$ cat src/design/cfgr_pkg.sv
// Shared types, constants and state encoding for the reachability cache.
`default_nettype none
package cfgr_pkg;

  localparam int BLOCK_W          = 6;
  localparam int POS_W            = 10;
  localparam int CNT_W            = 7;
  localparam int NODES_DEFAULT    = 64;
  localparam int POSITIONS_DEFAULT = 1024;
  localparam logic [CNT_W-1:0] NODE_COUNT_RESET = 7'd64;

  typedef enum logic {
    CMD_ADD_EDGE = 1'b0,
    CMD_QUERY    = 1'b1
  } cmd_t;

  typedef struct packed {
    logic               command;
    logic [BLOCK_W-1:0] from_block;
    logic [BLOCK_W-1:0] to_block;
    logic               instruction_level;
    logic [POS_W-1:0]   from_position;
    logic [POS_W-1:0]   to_position;
  } req_t;

  typedef struct packed {
    logic reachable;
    logic index_error;
  } rsp_t;

  typedef enum logic [2:0] {
    ST_IDLE,
    ST_DECODE,
    ST_EDGE_WB,
    ST_HIT,
    ST_SEARCH_RD,
    ST_SEARCH_WB,
    ST_RESULT
  } state_t;

endpackage
`default_nettype wire

$ cat src/design/cfgr_pick.sv
// Lowest-set-bit encoder that picks the next pending node of the search.
`default_nettype none
module cfgr_pick #(
  parameter int N = cfgr_pkg::NODES_DEFAULT
) (
  input  wire logic [N-1:0]         bits,
  output      logic [$clog2(N)-1:0] idx
);

  localparam int NW = $clog2(N);

  always_comb begin
    idx = '0;
    for (int i = N - 1; i >= 0; i--) begin
      if (bits[i]) begin
        idx = NW'(i);
      end
    end
  end

endmodule
`default_nettype wire
$ cat config.mk
export PLATFORM = sky130hd
export DESIGN_NAME = cfgr_pick
export DESIGN_NICKNAME = d
export VERILOG_FILES = /design/src/design/cfgr_pkg.sv /design/src/design/cfgr_pick.sv
export SDC_FILE = /design/constraint.sdc
export NUM_CORES = 1
export LEC_CHECK = 0
export ABC_CLOCK_PERIOD_IN_PS = 3810
export BUFFER_PORTS_ARGS = -buffer_cell sky130_fd_sc_hd__buf_2
export CAP_MARGIN = 20
export CORE_MARGIN = 2
export CORE_UTILIZATION = 30
export DETAILED_ROUTE_END_ITERATION = 16
export PLACE_DENSITY = 0.65
export SETUP_SLACK_MARGIN = 0.2
export SLEW_MARGIN = 20
export SYNTH_ARGS = -nofsm -noshare
export SYNTH_HDL_FRONTEND = slang
export SYNTH_SLANG_ARGS = --single-unit
$ cat constraint.sdc
create_clock -name vclk -period 3.81
set_clock_uncertainty 0.15 [all_clocks]
set_input_delay 0.1905 -clock vclk [all_inputs]
set_output_delay 0.1905 -clock vclk [all_outputs]
set_load 0.01 [all_outputs]
==> results of run 1 <==
## layer usage
| layer | wire length, µm | up-vias | part of all wire |
|---|---|---|---|
| li1 | - | 714 | - |
| met1 | 1269 | 563 | 0.47 |
| met2 | 1185 | 57 | 0.44 |
| met3 | 246 | 0 | 0.091 |
| met4 | 0 | 0 | 0 |
| met5 | 0 | - | 0 |
## final cells by class
| cell class | count | area (µm²) | area share |
|---|---|---|---|
| Inverter | 12 | 45.04 | 0.03708 |
| Multi-Input combinational cell | 135 | 780.7 | 0.6426 |
| Tap cell | 31 | 38.79 | 0.03193 |
| Timing Repair Buffer | 70 | 350.3 | 0.2884 |
## kinds of logic (layout without fill, tap and decap cells)
kind of cell / count (synthesis) / count (layout) / share of synthesized area
simple gates: 88 / 88 / 0.5561
compound gates: 47 / 47 / 0.3894
buf+inv: 12 / 82 / 0.05454
## power by group through the flow
stage / registers (µW) / clock network [µW] / logic (µW)
floorplan: 0 / 0 / 35.1
global placement: 0 / 0 / 93.8
detailed placement: 0 / 0 / 93.9
CTS: 0 / 0 / 94.4
global route: 0 / 0 / 106
finish: 0 / 0 / 94.5
## worst min path at each step
stage	slack, ps	cells after the start	endpoint	startpoint
after detailed placement	630	5	idx[3]	bits[4]
after floorplan	380	3	idx[3]	bits[4]
final	620	5	idx[3]	bits[4]
after CTS	630	5	idx[3]	bits[4]
after global routing	660	5	idx[3]	bits[1]
after global placement	620	5	idx[3]	bits[6]
## cell usage after synthesis, drive strengths merged (2+ instances only)
master  instances
nor2           28
a21oi          13
nor4           13
inv            12
nor3           12
nand2           8
nand3           7
o21ai           6
o311ai          5
nand2b          4
o31a            4
a31oi           3
nor2b           3
o21a            3
o21bai          3
o31ai           3
or3             3
or4             3
and3            2
nand4b          2
o211ai          2
## layout by cell type, fill, tap and decap left out, types with 4 or more instances in the layout
| cell | n |
|---|---|
| nand2_1 | 8 |
| o21ai_0 | 6 |
| nand3_1 | 7 |
| buf_2 | 70 |
| nor2_1 | 28 |
| o311ai_0 | 5 |
| a21oi_1 | 13 |
| nor3_1 | 12 |
| o31a_1 | 4 |
| inv_1 | 12 |
| nor4_1 | 13 |
## metrics by stage
step / worst slack, ps / util / instances / hold WS [ps] / area, µm²
after detailed placement: 1859 / 0.4523 / 248 / 627.9 / 1215
after global routing: 1666 / 0.4523 / 248 / 658.5 / 1215
after floorplan: 2044 / - / 147 / 381.4 / 825.8
after CTS: 1861 / 0.4523 / 248 / 628.7 / 1215
after global placement: 1877 / 0.4523 / 248 / 622.0 / 1215
final: 1873 / 0.4523 / 248 / 624.2 / 1215
==> results.py, run 1 <==
metrics = {
    "outcome": {
        "status": "complete, no violations",
    },
    "power_and_ir_drop": {
        "pwr-share-comb": 1.000,
        "p_clk_frac": 0,
        "p_leak_uw": 0.0005467,
        "fin_total_pwr_uw": 94.49,
        "switching_share": 0.5318,
        "vdd_drop_max_v": 0.00003639,
        "p_per_area_mw_per_mm2": 77.78,
        "power_switching_uw": 50.25,
        "seqPwrFrac": 0,
        "intPower_uw": 44.24,
    },
    "logic_synthesis": {
        "syn_nets": 211,
        "ys.warnings.count": 0,
        "synth_area_um2": 825.8,
        "synth_top_area_cell": "nor2_1",
        "synthTopCellsByArea": "nor2_1 13%, nor4_1 9.8%, a21oi_1 7.9%",
        "yosysSeqAreaShare": 0,
        "synthDistinctLibCells": 32,
        "postSynthCellCount": 147,
        "synth_top_area_frac": 0.1273,
        "postSynthAreaPerCell_um2": 5.618,
    },
    "die": {
        "pin_count": 70,
        "start_util": 0.3074,
        "fp.dieArea_mm2": 0.003188,
        "die_x_um": 56.47,
        "core_mm2": 0.002686,
        "rows": 19,
        "die_y_um": 56.47,
    },
    "worst_setup_path": {
        "slowest_stage": "or4_4",
        "cp-startpoint": "bits[59]",
        "crit_arrival_ps": 1600,
        "endpoint": "idx[2]",
        "max_stage_delay_ps": 530,
        "worstPathMaxFanout": 4,
        "crit_cells": 7,
        "crit_chain": "buf_2 > or4_4 > nand2b_4 > a31oi_1 > o22ai_1 > o31ai_2 > buf_2",
        "cp-start-kind": "input port",
        "cp_data_required_time_ps": 3470,
        "endpoint_kind": "primary output",
        "cpMostUsedCell": "buf_2",
        "path_delay_family": "simple AND/OR/NAND/NOR gates",
        "critPathKind": "input port to primary output",
        "cp_num_buf_inv": 2,
    },
    "final_layout": {
        "final_layout_size_suffix_gt1_frac": 0.3364,
        "final.fill_count": 314,
        "nets": 283,
        "area_growth_pct": 47.12,
        "clock_buffers": 0,
        "n_sequential_cell": 0,
        "n_antenna_cell": 0,
        "seqCellArea_um2": 0,
    },
    "timing": {
        "clock.fmax_mhz": 516.3,
        "grt_setup_unrepaired": "false",
        "hold_viol_final": 0,
        "max_slew_margin": 0.6232,
        "finalMaxSlewViolations": 0,
        "setup_tns_ps": 0,
        "setup-violations-final": 0,
        "worstMarginPinSlew_ps": 560.0,
        "final.min_clock_period_ps": 1937,
        "post-route-period-util": 0.5084,
    },
    "global_routing": {
        "grt_overflow": 0,
        "grt_max_degree": 6,
        "grt_pass1_wl_um": 4526,
        "track_usage": 0.1647,
        "gr-usage-met3": 0.006912,
        "busiest_layer": "met2",
        "grt_pass1_vias": 1158,
        "use_met1": 0.2288,
        "antenna_found_initial": 0,
        "grtUsageMet2": 0.2957,
    },
    "routing": {
        "finalWirelength_um": 2701,
        "vias_per_cell": 5.379,
        "vias": 1334,
        "dr.pass1.iters": 4,
        "drt_iter0_drc": 48,
        "routedWlPerCell_um": 10.89,
        "ant_nets": 0,
        "drc": 0,
    },
    "place": {
        "gp_congestion": 0.8517,
        "io_buffers": 70,
        "post-dp-hpwl_um": 2442,
    },
    "run": {
        "max_cap_violations": 0,
    },
    "clock_tree": {
        "ctsResizeCount": 0,
        "hold_buffers": 0,
        "post_cts_buffers": 0,
    },
    "hold_path": {
        "hp-class": "input port to primary output",
    },
}
No activity file was read; power rests on OpenSTA's default activity.
==> run 2: changes to the inputs <==
ABC_CLOCK_PERIOD_IN_PS = 1800   (was 3810)
clock period = 1.8 ns   (was 3.81 ns; I/O delays follow)
==> run 2 against run 1 <==
Net effect: sequential share of layout area unchanged; global-route usage unchanged; clock-buffer cell count unchanged; non-clock buffer count increased by 4; utilization increased by 3.4 points; first-iteration DRC count decreased by 6.3%; combinational power increased by 130%; design area increased by 7.6%; via count increased by 3.1%; cell count increased by 1.6%; critical path type unchanged; largest cell class unchanged; largest power group unchanged.
==> results.py, run 2 (synthesis results as in run 1) <==
metrics = {
    "global_routing": {
        "grt_overflow": 0,
        "grt_max_degree": 6,
        "track_usage": 0.1647,
        "antenna_found_initial": 0,
        "use_met1": 0.2275,
        "gr-usage-met3": 0.004608,
        "grt_pass1_wl_um": 4547,
        "busiest_layer": "met2",
        "grt_pass1_vias": 1190,
        "grtUsageMet2": 0.2957,
    },
    "die": {
        "die_x_um": 56.47,
        "start_util": 0.3074,
        "rows": 19,
        "die_y_um": 56.47,
        "pin_count": 70,
        "core_mm2": 0.002686,
        "fp.dieArea_mm2": 0.003188,
    },
    "worst_setup_path": {
        "endpoint_kind": "primary output",
        "path_delay_family": "simple AND/OR/NAND/NOR gates",
        "crit_arrival_ps": 1420,
        "worstPathMaxFanout": 4,
        "cp_num_buf_inv": 2,
        "cp_data_required_time_ps": 1560,
        "cp-start-kind": "input port",
        "crit_chain": "buf_6 > or4_4 > nand2b_4 > a31oi_1 > o22ai_1 > o31ai_2 > buf_2",
        "crit_cells": 7,
        "cp-startpoint": "bits[59]",
        "slowest_stage": "or4_4",
        "max_stage_delay_ps": 520,
        "critPathKind": "input port to primary output",
    },
    "timing": {
        "worstMarginPinSlew_ps": 432.8,
        "max_slew_margin": 0.7088,
        "finalMaxSlewViolations": 0,
        "setup-violations-final": 0,
        "setup_tns_ps": 0,
        "whs_ps": 423.5,
        "hold_viol_final": 0,
        "setup_slack_ps": 138.3,
        "grt_setup_unrepaired": "true",
        "clock.fmax_mhz": 601.8,
        "final.min_clock_period_ps": 1662,
        "post-route-period-util": 0.9232,
    },
    "routing": {
        "vias": 1376,
        "ant_nets": 0,
        "drc": 0,
        "routedWlPerCell_um": 11.40,
        "dr.pass1.iters": 4,
        "vias_per_cell": 5.460,
        "finalWirelength_um": 2874,
        "drt_iter0_drc": 45,
    },
    "run": {
        "max_cap_violations": 0,
    },
    "hold_path": {
        "hold_depth": 5,
        "holdPathEnd": "idx[3]",
        "hp-start": "bits[6]",
        "hp-class": "input port to primary output",
    },
    "power_and_ir_drop": {
        "switching_share": 0.5331,
        "vdd_drop_max_v": 0.00009068,
        "p_clk_frac": 0,
        "power_switching_uw": 115.9,
        "intPower_uw": 101.6,
        "seqPwrFrac": 0,
        "p_per_area_mw_per_mm2": 166.4,
        "pwr-share-comb": 1.000,
        "p_leak_uw": 0.0005796,
    },
    "final_layout": {
        "n_sequential_cell": 0,
        "n_antenna_cell": 0,
        "mostFrequentLayoutCells": "68 x buf_2, 28 x nor2_1, 13 x a21oi_1",
        "area_growth_pct": 58.33,
        "seqCellArea_um2": 0,
        "nets": 287,
        "final_layout_size_suffix_gt1_frac": 0.3801,
        "final_common_cell": "buf_2",
        "clock_buffers": 0,
        "final.fill_count": 310,
    },
    "clock_tree": {
        "hold_buffers": 0,
    },
    "outcome": {
        "status": "complete, no violations",
    },
    "place": {
        "io_buffers": 70,
        "gp_congestion": 0.8588,
        "place_ws_ps": 73.31,
        "post-dp-hpwl_um": 2482,
    },
}
[run 2: worst min-delay path, delay by kind of cell]
kind / cells / cell delay [ps]
buf+inv: 2 / 230
simple gates: 2 / 130
compound gates: 1 / 30
[run 2: worst max path at each step]
stage / to / slack (ps)
finish: idx[2] / 140
global route: idx[2] / 50
CTS: idx[2] / 120
detailed placement: idx[2] / 70
global placement: idx[2] / 100
floorplan: idx[0] / 240
[run 2: layer usage]
layer  up-vias  part of all wire
li1        730                 -
met3         2             0.071
met5         -                 0
met1       592              0.46
met4         0            0.0059
met2        52              0.46
[run 2: stage by stage]
stage,instance area [µm²],utilization,instances,power (µW)
floorplan,825.8,-,147,74.37
global placement,1245,0.4634,252,200.6
detailed placement,1245,0.4634,252,201.6
CTS,1274,0.4742,252,209.3
global route,1308,0.4867,252,240.4
finish,1308,0.4867,252,217.5
[run 2: area by class of cell]
type | instances | area [µm²] | area share
Multi-Input combinational cell | 135 | 830.8 | 0.6354
Tap cell | 31 | 38.79 | 0.02967
Inverter | 12 | 45.04 | 0.03445
Timing Repair Buffer | 74 | 392.9 | 0.3005
[run 2: power groups by stage]
| stage | registers, µW | clock network (µW) | logic (µW) |
|---|---|---|---|
| after CTS | 0 | 0 | 209 |
| after global placement | 0 | 0 | 201 |
| after global routing | 0 | 0 | 240 |
| after floorplan | 0 | 0 | 74.4 |
| after detailed placement | 0 | 0 | 202 |
| final | 0 | 0 | 218 |
[run 2: timing repair]
item	CTS	global route
endpoints found under the setup margin	5	6
buffers inserted	0	0
resized for setup	6	5
pin swaps	2	1
==> run 3: changes to the inputs <==
BUFFER_PORTS_ARGS = -buffer_cell sky130_fd_sc_hd__buf_4   (was -buffer_cell sky130_fd_sc_hd__buf_2)
==> run 3 against run 2 <==
Net effect: global-route usage rose by 2.2 points; largest cell class unchanged; via count grew 4.9%; die area did not move; maximum frequency shrank 2.1%.
==> results.py, run 3 (synthesis results as in run 1) <==
metrics = {
    "worst_setup_path": {
        "worstPathMaxFanout": 2,
        "cp_num_buf_inv": 2,
        "crit_cells": 7,
        "endpoint": "idx[2]",
        "cp_data_required_time_ps": 1560,
        "crit_chain": "buf_6 > or4_4 > nand2b_4 > a31oi_1 > o22ai_1 > o31ai_2 > buf_4",
        "slowest_stage": "or4_4",
        "critPathKind": "input port to primary output",
        "max_stage_delay_ps": 520,
        "crit_arrival_ps": 1460,
        "cp-start-kind": "input port",
        "endpoint_kind": "primary output",
        "path_delay_family": "simple AND/OR/NAND/NOR gates",
        "cp-startpoint": "bits[56]",
    },
    "timing": {
        "setup_slack_ps": 102.5,
        "hold_viol_final": 0,
        "setup_tns_ps": 0,
        "setup-violations-final": 0,
        "finalMaxSlewViolations": 0,
        "clock.fmax_mhz": 589.1,
        "post-route-period-util": 0.9430,
        "worstMarginPinSlew_ps": 395.6,
        "final.min_clock_period_ps": 1697,
        "grt_setup_unrepaired": "true",
        "max_slew_margin": 0.7338,
    },
    "final_layout": {
        "n_sequential_cell": 0,
        "final_common_cell": "buf_4",
        "seqCellArea_um2": 0,
        "area_growth_pct": 84.39,
        "mostFrequentLayoutCells": "76 x buf_4, 28 x nor2_1, 13 x a21oi_1",
        "clock_buffers": 0,
        "nets": 291,
        "final.fill_count": 294,
        "final_layout_size_suffix_gt1_frac": 0.4000,
        "n_antenna_cell": 0,
    },
    "outcome": {
        "status": "complete, no violations",
    },
    "power_and_ir_drop": {
        "vdd_drop_max_v": 0.0001082,
        "p_clk_frac": 0,
        "intPower_uw": 148.3,
        "pwr-share-comb": 1.000,
        "p_leak_uw": 0.0006580,
        "power_switching_uw": 122.0,
        "switching_share": 0.4514,
        "p_per_area_mw_per_mm2": 177.5,
        "seqPwrFrac": 0,
    },
    "die": {
        "core_mm2": 0.002686,
        "fp.dieArea_mm2": 0.003188,
        "start_util": 0.3074,
        "die_x_um": 56.47,
        "pin_count": 70,
        "die_y_um": 56.47,
        "rows": 19,
    },
    "global_routing": {
        "grt_pass1_wl_um": 5085,
        "track_usage": 0.1865,
        "grt_pass1_vias": 1281,
        "grt_overflow": 0,
        "antenna_found_initial": 0,
        "grt_max_degree": 6,
    },
    "run": {
        "max_cap_violations": 0,
    },
    "routing": {
        "finalWirelength_um": 3292,
        "dr.pass1.iters": 4,
        "drc": 0,
        "vias_per_cell": 5.641,
        "vias": 1444,
        "routedWlPerCell_um": 12.86,
        "ant_nets": 0,
        "drt_iter0_drc": 85,
    },
    "place": {
        "post-dp-hpwl_um": 2793,
        "io_buffers": 70,
        "place_ws_ps": 10.34,
        "gp_congestion": 0.9396,
    },
    "hold_path": {
        "hp-class": "input port to primary output",
    },
}
-- run 3: changes by cell type in the layout (fill, tap and decap cells not counted) --
| cell | before | now |
|---|---|---|
| buf_2 | 68 | 0 |
| nor4_1 | 10 | 8 |
| o21ai_1 | 0 | 1 |
| nor3_2 | 1 | 0 |
| o311ai_2 | 1 | 2 |
| o21ai_0 | 6 | 5 |
| buf_4 | 4 | 76 |
| nor4_2 | 2 | 4 |
| o311ai_1 | 0 | 2 |
| nor3_1 | 11 | 12 |
| o311ai_0 | 4 | 1 |
-- run 3: tightest hold or removal path, delay by kind of cell --
family | cells | cell delay [ps]
buffers and inverters | 2 | 240
AND/OR/NAND/NOR | 2 | 130
AO/OA/AOI/OAI | 1 | 50
-- run 3: repair_timing --
item	CTS	global route
hold buffers	0	0
buffers inserted	1	0
resized for setup	6	11
cloned	0	0
pin swaps	5	3
endpoints found under the setup margin	6	6
-- run 3: worst min-delay path by stage --
stage,from,endpoint,slack (ps),cells after the start
floorplan,bits[4],idx[3],180,3
global placement,bits[4],idx[4],450,5
detailed placement,bits[4],idx[4],460,5
CTS,bits[4],idx[4],470,5
global route,bits[4],idx[4],510,5
finish,bits[4],idx[4],450,5
-- run 3: stage by stage --
step                  util  instance area [µm²]  std cells  power, µW  hold WS [ps]
floorplan                -                825.8        147      74.37         180.4
global placement    0.5370                 1443        255      243.6         452.1
detailed placement  0.5370                 1443        255      249.3         460.4
CTS                 0.5463                 1468        256      256.0         465.2
global route        0.5668                 1523        256      294.8         510.8
finish              0.5668                 1523        256      270.3         450.7
-- run 3: layout make-up --
class	instances	area, µm²	area share
Inverter	12	45.04	0.02958
Timing Repair Buffer	78	593.1	0.3895
Multi-Input combinational cell	135	845.8	0.5555
Tap cell	31	38.79	0.02547
-- run 3: metal layers --
metal | part of all wire | vias up | track usage
li1 | - | 735 | -
met1 | 0.43 | 651 | 0.2275
met2 | 0.50 | 56 | 0.3605
met3 | 0.072 | 2 | 0.01613
met4 | 0.0043 | 0 | 0.01701
met5 | 0 | - | 0
-- run 3: power by group through the flow --
| stage | registers (µW) | clock network [µW] | logic [µW] |
|---|---|---|---|
| floorplan | 0 | 0 | 74.4 |
| global placement | 0 | 0 | 244 |
| detailed placement | 0 | 0 | 249 |
| CTS | 0 | 0 | 256 |
| global route | 0 | 0 | 295 |
| finish | 0 | 0 | 270 |
